[src/sv/sltd_pkg.sv]
// shared types and constants for the sync / length / tail deframer
package sltd_pkg;

  localparam int SLTD_SYNC_BYTES = 4;
  localparam int SLTD_QUEUE_DEPTH = 4;

  localparam int SYNC_REG_W = 32;
  localparam int TAIL_REG_W = 16;

  // register indexes of the configuration port
  localparam logic REG_SYNC = 1'b0;
  localparam logic REG_TAIL = 1'b1;

  // event kinds
  localparam logic [1:0] EV_PAYLOAD = 2'd0;
  localparam logic [1:0] EV_ACCEPT  = 2'd1;
  localparam logic [1:0] EV_REJECT  = 2'd2;

  typedef struct packed {
    logic [1:0]  event_kind;
    logic [7:0]  frame_code;
    logic [7:0]  data_byte;
    logic [15:0] byte_index;
    logic [15:0] frame_length;
  } event_t;

  typedef struct packed {
    logic   valid;
    event_t ev;
  } queue_head_t;

endpackage

[src/sv/sltd_front.sv]
// front part: sync hunt, header parse, payload and tail classification
module sltd_front import sltd_pkg::*; #(
  parameter int SYNC_BYTES = SLTD_SYNC_BYTES
) (
  input  logic                  clk,
  input  logic                  rst,
  input  logic                  cfg_we,
  input  logic                  cfg_index,
  input  logic [SYNC_REG_W-1:0] cfg_data,
  input  logic                  take,
  input  logic [7:0]            rx_byte,
  output logic                  ev_push,
  output event_t                ev_out
);

  localparam int WIN_W  = 8 * SYNC_BYTES;
  localparam int FILL_W = $clog2(SYNC_BYTES + 1);
  localparam logic [FILL_W-1:0] FILL_FULL = FILL_W'(SYNC_BYTES);

  localparam logic [2:0] PH_HUNT    = 3'd0;
  localparam logic [2:0] PH_LEN_HI  = 3'd1;
  localparam logic [2:0] PH_LEN_LO  = 3'd2;
  localparam logic [2:0] PH_CODE    = 3'd3;
  localparam logic [2:0] PH_PAYLOAD = 3'd4;
  localparam logic [2:0] PH_TAIL1   = 3'd5;
  localparam logic [2:0] PH_TAIL2   = 3'd6;

  logic [SYNC_REG_W-1:0] sync_pattern;
  logic [TAIL_REG_W-1:0] tail_pattern;
  logic [2:0]            phase;
  logic [WIN_W-1:0]      sync_window;
  logic [FILL_W-1:0]     sync_fill;
  logic [15:0]           payload_length;
  logic [15:0]           payload_count;
  logic [7:0]            code_held;
  logic                  tail_first_ok;

  logic [63:0]       pattern_wide;
  logic [WIN_W-1:0]  pattern_win;
  logic [WIN_W-1:0]  window_next;
  logic [FILL_W-1:0] fill_next;
  logic [15:0]       count_next;
  logic              tail_ok;

  assign pattern_wide = {32'd0, sync_pattern};
  assign pattern_win  = pattern_wide[WIN_W-1:0];
  assign window_next  = WIN_W'({sync_window, rx_byte});
  assign fill_next    = (sync_fill < FILL_FULL) ? sync_fill + 1'b1 : sync_fill;
  assign count_next   = payload_count + 16'd1;
  assign tail_ok      = tail_first_ok && (rx_byte == tail_pattern[7:0]);

  always_ff @(posedge clk) begin
    if (rst) begin
      sync_pattern <= '0;
      tail_pattern <= '0;
    end else if (cfg_we) begin
      case (cfg_index)
        REG_SYNC: sync_pattern <= cfg_data;
        REG_TAIL: tail_pattern <= cfg_data[TAIL_REG_W-1:0];
        default: ;
      endcase
    end
  end

  always_ff @(posedge clk) begin
    if (rst) begin
      phase          <= PH_HUNT;
      sync_window    <= '0;
      sync_fill      <= '0;
      payload_length <= '0;
      payload_count  <= '0;
      code_held      <= '0;
      tail_first_ok  <= 1'b0;
    end else if (take) begin
      case (phase)
        PH_HUNT: begin
          sync_window <= window_next;
          sync_fill   <= fill_next;
          if (fill_next == FILL_FULL && window_next == pattern_win) begin
            phase <= PH_LEN_HI;
          end
        end
        PH_LEN_HI: begin
          payload_length <= {rx_byte, 8'd0};
          phase          <= PH_LEN_LO;
        end
        PH_LEN_LO: begin
          payload_length <= {payload_length[15:8], rx_byte};
          phase          <= PH_CODE;
        end
        PH_CODE: begin
          code_held     <= rx_byte;
          payload_count <= '0;
          phase         <= (payload_length == 16'd0) ? PH_TAIL1 : PH_PAYLOAD;
        end
        PH_PAYLOAD: begin
          payload_count <= count_next;
          if (count_next >= payload_length) begin
            phase <= PH_TAIL1;
          end
        end
        PH_TAIL1: begin
          tail_first_ok <= (rx_byte == tail_pattern[15:8]);
          phase         <= PH_TAIL2;
        end
        default: begin
          // tail2 and unused codes go back to hunting with an empty window
          phase       <= PH_HUNT;
          sync_window <= '0;
          sync_fill   <= '0;
        end
      endcase
    end
  end

  always_comb begin
    ev_push             = 1'b0;
    ev_out.event_kind   = EV_PAYLOAD;
    ev_out.frame_code   = code_held;
    ev_out.data_byte    = 8'd0;
    ev_out.byte_index   = 16'd0;
    ev_out.frame_length = payload_length;
    if (phase == PH_PAYLOAD) begin
      ev_push           = take;
      ev_out.data_byte  = rx_byte;
      ev_out.byte_index = payload_count;
    end else if (phase == PH_TAIL2) begin
      ev_push           = take;
      ev_out.event_kind = tail_ok ? EV_ACCEPT : EV_REJECT;
    end
  end

endmodule

[src/sv/sltd_queue.sv]
// short event queue between front and back parts
module sltd_queue import sltd_pkg::*; (
  input  logic        clk,
  input  logic        rst,
  input  logic        push,
  input  event_t      push_ev,
  output logic        full,
  input  logic        pop,
  output queue_head_t head
);

  localparam int PTR_W = $clog2(SLTD_QUEUE_DEPTH);
  localparam int CNT_W = $clog2(SLTD_QUEUE_DEPTH + 1);
  localparam logic [CNT_W-1:0] CNT_FULL = CNT_W'(SLTD_QUEUE_DEPTH);

  event_t           mem [SLTD_QUEUE_DEPTH];
  logic [PTR_W-1:0] wr_ptr;
  logic [PTR_W-1:0] rd_ptr;
  logic [CNT_W-1:0] count;
  logic             do_push;
  logic             do_pop;

  assign full       = (count == CNT_FULL);
  assign head.valid = (count != '0);
  assign head.ev    = mem[rd_ptr];
  assign do_push    = push && !full;
  assign do_pop     = pop && head.valid;

  always_ff @(posedge clk) begin
    if (do_push) begin
      mem[wr_ptr] <= push_ev;
    end
  end

  always_ff @(posedge clk) begin
    if (rst) begin
      wr_ptr <= '0;
      rd_ptr <= '0;
      count  <= '0;
    end else begin
      if (do_push) wr_ptr <= wr_ptr + 1'b1;
      if (do_pop)  rd_ptr <= rd_ptr + 1'b1;
      case ({do_push, do_pop})
        2'b10:   count <= count + 1'b1;
        2'b01:   count <= count - 1'b1;
        default: count <= count;
      endcase
    end
  end

endmodule

[src/sv/sltd_back.sv]
// back part: output register that hands events to the downstream side
module sltd_back import sltd_pkg::*; (
  input  logic        clk,
  input  logic        rst,
  input  queue_head_t head,
  output logic        pop,
  output logic        ev_valid,
  input  logic        ev_stall,
  output event_t      ev_reg
);

  assign pop = head.valid && (!ev_valid || !ev_stall);

  always_ff @(posedge clk) begin
    if (rst) begin
      ev_valid <= 1'b0;
    end else if (!ev_valid || !ev_stall) begin
      ev_valid <= head.valid;
    end
  end

  always_ff @(posedge clk) begin
    if (pop) begin
      ev_reg <= head.ev;
    end
  end

endmodule

[src/sv/sync_length_tail_deframer.sv]
// top level of the sync / length / code / tail byte deframer
//
//  channel | direction | handshake           | beat carries
//  --------+-----------+---------------------+-----------------------------------------
//  rx      | in        | rx_valid / rx_stall | rx_byte
//  ev      | out       | ev_valid / ev_stall | event_kind, frame_code, data_byte,
//          |           |                     | byte_index, frame_length
//  cfg     | in        | cfg_we              | cfg_index, cfg_data (sync, tail pattern)
//
// one rx beat per cycle while rx_stall is low; the parser state advances in the
// cycle the beat is taken; any event it makes is queued at that edge
// and reaches the ev port when the output register loads it from the queue head
// rx_stall rises only when the four-entry event queue is full
// rst is synchronous: hunting, empty window, patterns zero, queue and output empty
module sync_length_tail_deframer import sltd_pkg::*; #(
  parameter int SYNC_BYTES = SLTD_SYNC_BYTES
) (
  input  logic                  clk,
  input  logic                  rst,
  // configuration writes
  input  logic                  cfg_we,
  input  logic                  cfg_index,
  input  logic [SYNC_REG_W-1:0] cfg_data,
  // received bytes
  input  logic                  rx_valid,
  output logic                  rx_stall,
  input  logic [7:0]            rx_byte,
  // frame events
  output logic                  ev_valid,
  input  logic                  ev_stall,
  output logic [1:0]            event_kind,
  output logic [7:0]            frame_code,
  output logic [7:0]            data_byte,
  output logic [15:0]           byte_index,
  output logic [15:0]           frame_length
);

  logic        take;
  logic        q_full;
  logic        ev_push;
  event_t      front_ev;
  queue_head_t q_head;
  logic        q_pop;
  event_t      out_ev;

  // a beat is taken whenever the queue has room, even while ev is stalled
  assign rx_stall = q_full;
  assign take     = rx_valid && !rx_stall;

  sltd_front #(
    .SYNC_BYTES(SYNC_BYTES)
  ) u_front (
    .clk      (clk),
    .rst      (rst),
    .cfg_we   (cfg_we),
    .cfg_index(cfg_index),
    .cfg_data (cfg_data),
    .take     (take),
    .rx_byte  (rx_byte),
    .ev_push  (ev_push),
    .ev_out   (front_ev)
  );

  // decouples the parser from downstream back-pressure
  sltd_queue u_queue (
    .clk    (clk),
    .rst    (rst),
    .push   (ev_push),
    .push_ev(front_ev),
    .full   (q_full),
    .pop    (q_pop),
    .head   (q_head)
  );

  sltd_back u_back (
    .clk     (clk),
    .rst     (rst),
    .head    (q_head),
    .pop     (q_pop),
    .ev_valid(ev_valid),
    .ev_stall(ev_stall),
    .ev_reg  (out_ev)
  );

  assign event_kind   = out_ev.event_kind;
  assign frame_code   = out_ev.frame_code;
  assign data_byte    = out_ev.data_byte;
  assign byte_index   = out_ev.byte_index;
  assign frame_length = out_ev.frame_length;

endmodule

[config.mk]
export PLATFORM = sky130hd
export DESIGN_NAME = sync_length_tail_deframer
export DESIGN_NICKNAME = d
export VERILOG_FILES = /design/src/sv/sltd_pkg.sv /design/src/sv/sltd_front.sv /design/src/sv/sltd_queue.sv /design/src/sv/sltd_back.sv /design/src/sv/sync_length_tail_deframer.sv
export SDC_FILE = /design/constraint.sdc
export NUM_CORES = 1
export LEC_CHECK = 0
export BUFFER_PORTS_ARGS = -buffer_cell sky130_fd_sc_hd__buf_2
export CAP_MARGIN = 10
export CORE_MARGIN = 4
export CORE_UTILIZATION = 35
export DETAILED_ROUTE_END_ITERATION = 8
export PLACE_DENSITY = 0.57
export SKIP_LAST_GASP = 1
export SYNTH_ARGS = -nofsm -noshare
export SYNTH_HDL_FRONTEND = slang
export SYNTH_SLANG_ARGS = --single-unit
[constraint.sdc]
create_clock -name clk -period 5.58 [get_ports clk]
set_clock_uncertainty 0.15 [all_clocks]
set_input_delay 0 -clock clk [delete_from_list [all_inputs] [get_ports clk]]
set_output_delay 0 -clock clk [all_outputs]
set_load 0.02 [all_outputs]
Word-level counts from Yosys, hierarchy flattened
Memories as Yosys holds them, arrays and structs flattened. A register that Yosys moved wholly into a read port is not among the register bits.
Cells that the tools add are included.
W data, S select, Z words.
{"block": "totals", "regBits": 127, "ram_bits": 200, "in_bits": 46, "out_inout_bits": 52, "word_cells": 85, "mem_count": 1}
{"name": "u_queue.mem", "words": 4, "word_bits": 50, "read_ports": 1, "rd_ports_with_merged_regs": 1, "write_ports": 1, "line_no": "sltd_queue.sv:16", "source": "event_t mem [SLTD_QUEUE_DEPTH];"}
{"block": "op_classes", "add_sub_neg": 6, "order_cmp": 2, "eq_ne": 15, "n_mux": 18, "bitwise_logic": 3, "reduce_logical": 26}
{"op": "$pmux W16 S2", "count": 2}
{"op": "$pmux W24 S2", "count": 1}
{"op": "$eq A32 B32 Y1", "count": 1}
{"op": "$mux W24", "count": 1}
{"op": "$pmux W3 S6", "count": 1}
{"op": "$add A16 B1 Y16 const B", "count": 1}
{"op": "$eq A8 B8 Y1", "count": 2}
{"op": "$ge A16 B16 Y1", "count": 1}
{"op": "$logic_not A16 Y1", "count": 1}
{"op": "$eq A3 B3 Y1 const B", "count": 5}
{"op": "$reduce_and A2 Y1", "count": 7}
{"op": "$pmux W3 S2", "count": 2}
{"op": "$mux W3", "count": 3}
{"op": "$add A3 B1 Y3 const B", "count": 2}
{"op": "$eq A3 B2 Y1 const B", "count": 2}
{"op": "$logic_and A1 B1 Y1", "count": 6}
{"op": "$mux W2", "count": 3}
{"op": "$reduce_and A3 Y1", "count": 2}
{"op": "$reduce_bool A2 Y1", "count": 3}
{"op": "$mux W1", "count": 5}
{"op": "$reduce_or A5 Y1", "count": 1}
{"op": "$add A2 B1 Y2 const B", "count": 2}
{"op": "$ne A2 B1 Y1 const B", "count": 2}
{"op": "$eq A3 B1 Y1 const B", "count": 1}
{"op": "other kinds (9)", "count": 13}

Logic depth before layout (Yosys ltp)
Gate-level depths: netlist of run 1.
{"block": "depth", "ltp_word": 8, "mapped_depth": 13, "mapped_depth_nobuf": 13}

Hierarchy
Synthesis of run 1 repeated with hierarchy kept, for this count alone.
{"block": "hier_totals", "cells_unflattened": 1101, "area_unflattened_um2": 15110.7}
{"mod": "sltd_queue", "n_inst": 1, "cells_each": 314, "area_per_inst_um2": 7747.4, "seq_area_each_um2": 6185.9}
{"mod": "sltd_front", "n_inst": 1, "cells_each": 732, "area_per_inst_um2": 5811.8, "seq_area_each_um2": 2382.3}
{"mod": "sltd_back", "n_inst": 1, "cells_each": 54, "area_per_inst_um2": 1537.7, "seq_area_each_um2": 1521.5}
{"mod": "sync_length_tail_deframer", "n_inst": 1, "cells_each": 1, "area_per_inst_um2": 13.8, "seq_area_each_um2": 0.0}

Least setup slack after synthesis of run 1
OpenSTA, ideal clock, no wires.
{"block": "synth_path", "path_type": "register to register", "start": "register u_queue.count[0]", "end": "register u_queue.count[2]", "setup_time_ns": 0.070, "t_arrival_ns": 4.592, "required_time_ns": 5.360, "path_slack_ns": 0.768, "stages_incl_launch_ff": 9, "path_buffers": 0, "period_less_slack_ns": 4.812, "cell_sequence": "dfxtp_1 nor3_1 a21oi_1 ha_1 inv_1 fa_1 xor2_1 or3_1 a21oi_1"}
{"block": "synth_between", "word_cells_on_any_way": 15, "cone_classes": "2 x add/sub; 3 x eq/ne; 3 x mux; 7 x reduce/logical"}
{"element": "start, declared", "line_no": "sltd_queue.sv:19", "source": "logic [CNT_W-1:0] count;"}
{"element": "start signal, assigned", "line_no": "sltd_queue.sv:44", "source": "2'b10: count <= count + 1'b1;"}
{"element": "start signal, assigned", "line_no": "sltd_queue.sv:45", "source": "2'b01: count <= count - 1'b1;"}
{"element": "start signal, assigned", "line_no": "sltd_queue.sv:46", "source": "default: count <= count;"}
{"element": "$reduce_bool A3 Y1 (*)", "line_no": "sltd_queue.sv:24", "source": "assign head.valid = (count != '0);"}
{"element": "$logic_and A1 B1 Y1 (*)", "line_no": "sltd_back.sv:12", "source": "assign pop = head.valid && (!ev_valid || !ev_stall);"}
{"element": "named net q_pop", "line_no": "sync_length_tail_deframer.sv:43", "source": "logic q_pop;"}
{"element": "$logic_and A1 B1 Y1 (*)", "line_no": "sltd_queue.sv:27", "source": "assign do_pop = pop && head.valid;"}
{"element": "$eq A2 B1 Y1 / $eq A2 B2 Y1 (equally long branches)", "line_no": "sltd_queue.sv:43", "source": "case ({do_push, do_pop})"}
{"element": "$pmux W3 S2 / $reduce_bool A2 Y1 (equally long branches)"}
Mark *: on every way through the listed nets, which the timed path passes. The rest lies on a longest branch.
A chain may end at the register's enable or synchronous reset.

Final worst setup path of run 1
{"block": "layout_path", "start": "register u_front.payload_count[0]", "end": "register u_front.phase[1]"}
{"block": "layout_between", "elab_chain_len": 4}
{"element": "start, declared", "line_no": "sltd_front.sv:34", "source": "logic [15:0] payload_count;"}
{"element": "start signal, assigned", "line_no": "sltd_front.sv:97", "source": "payload_count <= count_next;"}
{"element": "$add A16 B1 Y16", "line_no": "sltd_front.sv:49", "source": "assign count_next = payload_count + 16'd1;"}
{"element": "$ge A16 B16 Y1", "line_no": "sltd_front.sv:98", "source": "if (count_next >= payload_length) begin"}
{"element": "$ne A2 B1 Y1 (no source line)"}
{"element": "$reduce_and A3 Y1 (no source line)"}
{"element": "end signal, assigned", "line_no": "sltd_front.sv:94", "source": "phase <= (payload_length == 16'd0) ? PH_TAIL1 : PH_PAYLOAD;"}
{"element": "end, declared", "line_no": "sltd_front.sv:30", "source": "logic [2:0] phase;"}
Every way passes these cells.

==> impl_results.md, run 1 <==
* Status: finished clean
* I/O Buffers at 97
* Layout area overhead at 20.2%
* Clock Sinks at 377
* Gpl congestion at 0.786
* Commonest non-fill, non-tap cell in the layout: edfxtp_1
* Routed Wire Length at 33,200 um
* RSZ-0062 raised after global routing: false
* Synth async-reset ratio at 0%
* Maxcap violations at 0
* Worst-path clk slew at 0.06 ns
* Cell Area, Synth at 0.0149 mm^2
* Syn Inst Count at 1,084
* Crit path max fanout at 8
* Core area at 0.0420 mm^2
* Die X at 215 um
* Iter 0 DRT Violations at 503
* Vias per cell at 4.96
* Vias in the first global route at 9,344
* Drt wl/cell at 18.2 um
* Detail Placement HPWL at 19,900 um
* Crit-path max cell delay at 0.49 ns
* Post-synthesis sequential area ratio at 67.3%
* Largest family of logic cells by synthesized area: simple AND/OR/NAND/NOR gates
* Post-route cell area at 0.0180 mm^2
* Antenna cells at 0
* Highest attainable clock frequency at 0.310 GHz
* Post-CTS setup buffers at 0
* Leak Pwr at 6.45 nW
* Share of cells above drive strength 1 at 17.7%
* CP Launch Type: flop
* Yosys cell types at 56
* Max Root-Sink Buffers at 3
* CP endpoint kind: flop
* Post-route setup slack at 2.36 ns
* Fin nets at 1,319
* Setup Viol. Count Final at 0
* H-tree depth at 2
* Clock latency on the worst-skew pair at 0.54 ns
* Peak supply drop at 0.000250 V
* Crit-path slowest cell: dfxtp_1
* Pre-CTS setup slack at 2.37 ns
* Worst path required time at 5.82 ns
* Root buffer cell: clkbuf_16
* Syn. warnings at 0
* Mux cell area share after synthesis at 8.14%
* Worst Tran Pin Value at 1.04 ns
* GR Overflow Total at 0
* Die area at 0.0461 mm^2
* Rows at 75
* Inserted Clock Buffers at 40
* Adder-cell share of the synthesized area at 2.06%
* Compound-Gate Fraction of Synth Area at 5.88%
* Count of final hold-check violations at 0
* Post-synthesis area per instance at 13.8 um^2
* PwrDens at 375 mW/mm^2
* Crit Path Class: reg2reg
* Detail Route Antenna Nets at 0
* Drc violations at 0
* Slew headroom at 30.6%
* Tot Pwr at 6.73 mW
* Number of flip-flops under the largest register name at 200
* CTS tree: built
* Pre-antenna DRT Iters at 5
* DIE HEIGHT at 215 um
* Post-Synth XOR/XNOR Area at 3.93%
* WP data arrival at 3.46 ns
* Simple-Gate Fraction of Synth Area at 10.2%
* Tmin final at 3.22 ns
* Worst Hold Class: in2reg
* Starting Density at 35.5%
* First-pass GRT wire length at 53,100 um
* Syn_nets at 1,154
* Top FF cell, synth: edfxtp_1
* Global router's overall resource usage at 14.4%
* Total negative setup slack at 0 ns
* Most frequent cells in the layout: 250 x edfxtp_1, 129 x nand2_1, 125 x dfxtp_1, 96 x buf_2, 91 x a21oi_1
* Crit-path cells: ha_1 -> and4_2 -> nand2_1 -> nor2_1 -> and3_1 -> xor2_1 -> ha_1 -> nand4_1 -> a211o_1 -> o2111ai_1 -> a21oi_1 -> o21ai_0 -> a21oi_1
* Post-synth EDFFs at 250
* Crit share post-route at 57.7%
* Post-Place Cell Area at 0.0159 mm^2
* Slew Viols, Final at 0
* Vias at 9,022
* Io pins at 98
* Antenna violations before repair at 2
* Seq cells post-synth at 377
* Largest net degree at the start of global routing at 75
-- worst max-delay path: cells and delay by family (launching register included) --
kind	cells	cell delay, ns
AOI/OAI and AO/OA	5	0.72
xor gates and xnor gates	1	0.09
adders and majority gates	2	0.62
DFF	1	0.49
and+or+nand+nor	5	1.00
-- layout make-up --
type | count | area, um^2
Inverter | 22 | 82.6
Sequential cell | 377 | 10100
Fill cell | 3882 | 24100
Multi-Input combinational cell | 620 | 4540
Clock buffer | 60 | 1120
Timing Repair Buffer | 188 | 1380
Clock inverter | 13 | 104
Tap cell | 539 | 674
-- Yosys cell counts (4+ instances only) --
library cell	instances	area share, %
or3_1	4	0.17
clkbuf_1	44	1.1
o21ai_0	12	0.40
mux2i_1	9	0.60
and2_1	28	1.2
nor4_1	7	0.29
edfxtp_1	250	50
nand4_1	13	0.54
and3_1	7	0.29
mux4_2	50	7.5
dfxtp_1	127	17
nor2b_1	8	0.34
nand3_1	24	0.80
nand2b_1	5	0.21
ha_1	23	1.9
xor2_1	25	1.5
nand2_1	129	3.2
nor3_1	12	0.40
nor2_1	66	1.7
inv_1	22	0.55
xnor2_1	42	2.5
buf_2	13	0.44
a21oi_1	92	3.1
a22oi_1	29	1.5
-- where the power goes --
part | switching, mW | internal, mW | leakage (nW)
registers | 0.131 | 3.20 | 3.58
clock network | 1.04 | 1.43 | 0.596
logic | 0.582 | 0.339 | 2.28
total | 1.75 | 4.98 | 6.45
-- logic make-up (layout without fill, tap and decap cells) --
group,count (synthesis),after routing
AO/OA/AOI/OAI,151,151
buffers and inverters,87,283
AND/OR/NAND/NOR,319,319
XOR/XNOR,67,67
flip-flops,377,377
adder cells (fa/ha/maj),24,24
multiplexers,59,59
-- worst paths after layout --
| kind | startpoint | to | slack, ns | depth (start not counted) |
|---|---|---|---|---|
| setup reg to reg | u_front.payload_count[0] | u_front.phase[1] | 2.36 | 13 |
| hold reg to reg | u_front.tail_pattern[11] | u_front.tail_pattern[11] | 0.32 | 2 |
| setup / recovery | u_front.payload_count[0] | u_front.phase[1] | 2.36 | 13 |
| hold / removal | cfg_data[15] | u_front.pattern_win[15] | 0.14 | 4 |
-- routing by layer --
layer,routed length [um],global-route usage (%),up-vias
met5,13,0,-
met2,16700,25.3,176
met3,1310,2.68,42
li1,-,-,4296
met4,541,3.67,2
met1,14600,18.5,4506
-- through the flow --
step / hold slack, ns / cells / util (%)
after CTS: 0.107 / 1819 / 42.7
after detailed placement: 0.0960 / 1664 / 37.9
after global placement: 0.0910 / 1664 / 37.9
after floorplan: -0.0167 / 1084 / -
after global routing: 0.140 / 1819 / 42.7
final: 0.142 / 1819 / 42.7
-- timing repair --
| item | CTS | global route |
|---|---|---|
| gates resized for setup | 0 | 0 |
| endpoints found under the setup margin | 0 | 0 |
| hold buffers | 82 | 0 |
| endpoints found under the hold margin | 133 | 0 |
Note: power is estimated with default switching activity, not from simulation.
==> inputs of run 2 (changes only) <==
Settings changed: PLACE_DENSITY 0.57 to 0.59.
Clock period 5.58 ns to 2.67 ns, I/O delays scaled along.
==> run 2 against run 1 <==
Against the previous run:
- critical path depth is the same
- hold slack worse by 0.0069 ns
- clock power grew 110%
- cell area grew 2.7%
- core utilization is 1.2 points higher
- critical endpoint is now u_front.phase[0]
- die area did not move
- largest cell class unchanged
- register-to-register slack got worse by 2.3 ns
- sequential power grew 110%
- non-clock buffer count up 42
- global-route usage about the same
- combinational power grew 130%
- wire length rose by 1.6%
==> impl_results.md, run 2 (synthesis gave the netlist of run 1 again) <==
* Detail Placement HPWL at 20,600 um
* Inserted Clock Buffers at 41
* WP data arrival at 2.91 ns
* Worst Reg2Reg Path Length in Cells at 13
* Most frequent cells in the layout: 250 x edfxtp_1, 129 x nand2_1, 117 x dfxtp_1, 96 x buf_2, 90 x a21oi_1
* Utilization after layout at 43.9%
* Antenna violations before repair at 1
* Number of flip-flops under the largest register name at 200
* Io pins at 98
* Crit-path max cell delay at 0.33 ns
* Vias per cell at 4.94
* CTS tree: built
* Layout area overhead at 23.4%
* CP dominant cell by count: buf_4
* Worst Hold Endpoint: u_front.pattern_win[18]
* GR Overflow Total at 0
* Vias at 9,205
* Antenna cells at 0
* Max Root-Sink Buffers at 3
* Die area at 0.0461 mm^2
* Highest attainable clock frequency at 0.377 GHz
* Core area at 0.0420 mm^2
* Routed Wire Length at 33,700 um
* Commonest non-fill, non-tap cell in the layout: edfxtp_1
* Share of cells above drive strength 1 at 21.5%
* Tmin final at 2.65 ns
* CP Buf/Inv Count at 2
* Vias in the first global route at 9,511
* Iter 0 DRT Violations at 507
* Detail Route Antenna Nets at 0
* Slew headroom at 48.9%
* First-pass GRT wire length at 53,100 um
* Global router's overall resource usage at 14.5%
* Peak supply drop at 0.000364 V
* Worst Hold Class: in2reg
* Fill cell count at 3,812
* Crit share post-route at 99.2%
* CP endpoint kind: flop
* Leak Pwr at 6.71 nW
* H-tree depth at 2
* Tot Pwr at 14.2 mW
* Crit-path slowest cell: dfxtp_2
* Root buffer cell: clkbuf_16
* Crit-path cells: and4_4 -> nand3_4 -> buf_4 -> nor2_2 -> and3_4 -> xor2_1 -> ha_1 -> nand4_1 -> buf_4 -> o2111ai_2 -> a21oi_2 -> nand4b_1 -> o21ai_1
* DIE HEIGHT at 215 um
* Setup Viol. Count Final at 0
* CP Launch Type: flop
* Finished Layout Cells at 1,862
* Reg2Reg Launch Point: u_front.payload_count[7]
* Slew Viols, Final at 0
* Worst Tran Pin Value at 0.766 ns
* Rows at 75
* Clock Sinks at 377
* R2R setup slack at 0.02 ns
* Drc violations at 0
* RSZ-0062 raised after global routing: true
* Worst path required time at 2.93 ns
* Post-Place Cell Area at 0.0163 mm^2
* Starting Density at 35.5%
* Post-route cell area at 0.0184 mm^2
* Count of final hold-check violations at 0
* I/O Buffers at 97
* Fin nets at 1,362
* Hold_sp: cfg_data[18]
* Largest net degree at the start of global routing at 67
* PwrDens at 771 mW/mm^2
* Drt wl/cell at 18.1 um
* Crit Path Class: reg2reg
* Die X at 215 um
* Crit path max fanout at 3
* Status: finished clean
* FF-to-FF End: u_front.phase[0]
* Maxcap violations at 0
* Dpl cells at 1,699
* Hold Crit Depth at 4
* Pre-antenna DRT Iters at 5
* Crit-path leading delay family: simple AND/OR/NAND/NOR gates
* Worst-path clk slew at 0.06 ns
* Gpl congestion at 0.786
* Clock latency on the worst-skew pair at 0.54 ns
[run 2: cell types whose count changed in the layout (fill, tap and decap cells not counted), moves of 3 or more]
cell | previous run | this run
buf_4 | 10 | 44
buf_12 | 0 | 6
dfxtp_1 | 125 | 117
and3_2 | 1 | 4
clkbuf_8 | 4 | 1
dfxtp_2 | 0 | 9
[run 2: power breakdown]
part / internal (mW) / switching [mW]
registers: 6.69 / 0.203
clock network: 3.04 / 2.21
logic: 0.761 / 1.32
total: 10.5 / 3.73
[run 2: area by class of cell]
class                           count  area (um^2)  area share (%)
Tap cell                          539          674            3.66
Multi-Input combinational cell    620         4600            24.9
Sequential cell                   377        10100            54.6
Inverter                           22         82.6           0.448
Clock buffer                       60         1130            6.12
Clock inverter                     14          119           0.645
Timing Repair Buffer              230         1770            9.61
[run 2: what timing repair did]
action / 4_1_cts / 5_1_grt
endpoints found under the hold margin: 164 / 0
pin swaps: 1 / 12
cloned: 0 / 0
resized for setup: 4 / 13
setup endpoints to repair: 2 / 3
setup buffers: 1 / 4
hold buffers: 84 / 0
[run 2: worst max-delay path by stage]
stage | start | to | slack [ns] | depth (start not counted)
after floorplan | u_queue.count[0] | u_queue.count[2] | -0.29 | 8
after global placement | u_front.payload_count[8] | u_front.phase[0] | 0.02 | 12
after detailed placement | u_front.payload_count[8] | u_front.phase[0] | -0.02 | 12
after CTS | u_front.payload_count[4] | u_front.phase[0] | 0.02 | 12
after global routing | u_front.payload_count[7] | u_front.phase[0] | -0.18 | 12
final | u_front.payload_count[7] | u_front.phase[0] | 0.02 | 13
[run 2: routing by layer]
| metal | up-vias | track usage, % | wire (um) |
|---|---|---|---|
| met5 | - | 0 | 12 |
| met4 | 2 | 3.63 | 619 |
| met3 | 54 | 2.49 | 1390 |
| met2 | 186 | 25.1 | 16800 |
| met1 | 4580 | 18.9 | 14900 |
| li1 | 4383 | - | - |
[run 2: per-stage QoR]
stage | TNS (ns) | worst slack (ns) | hold WS (ns)
2_1_floorplan | -0.354 | -0.291 | -0.0167
3_3_place_gp | 0 | 0.0225 | 0.0908
3_5_place_dp | -0.0230 | -0.0230 | 0.0968
4_1_cts | 0 | 0.0163 | 0.103
5_1_grt | -0.345 | -0.181 | 0.144
6_report | 0 | 0.0205 | 0.135
[run 2: tightest hold or removal path: stages]
cell and delay [ns]:
dlygate4sd3_1 0.53, buf_2 0.12, nand2_1 0.07, a21oi_1 0.06
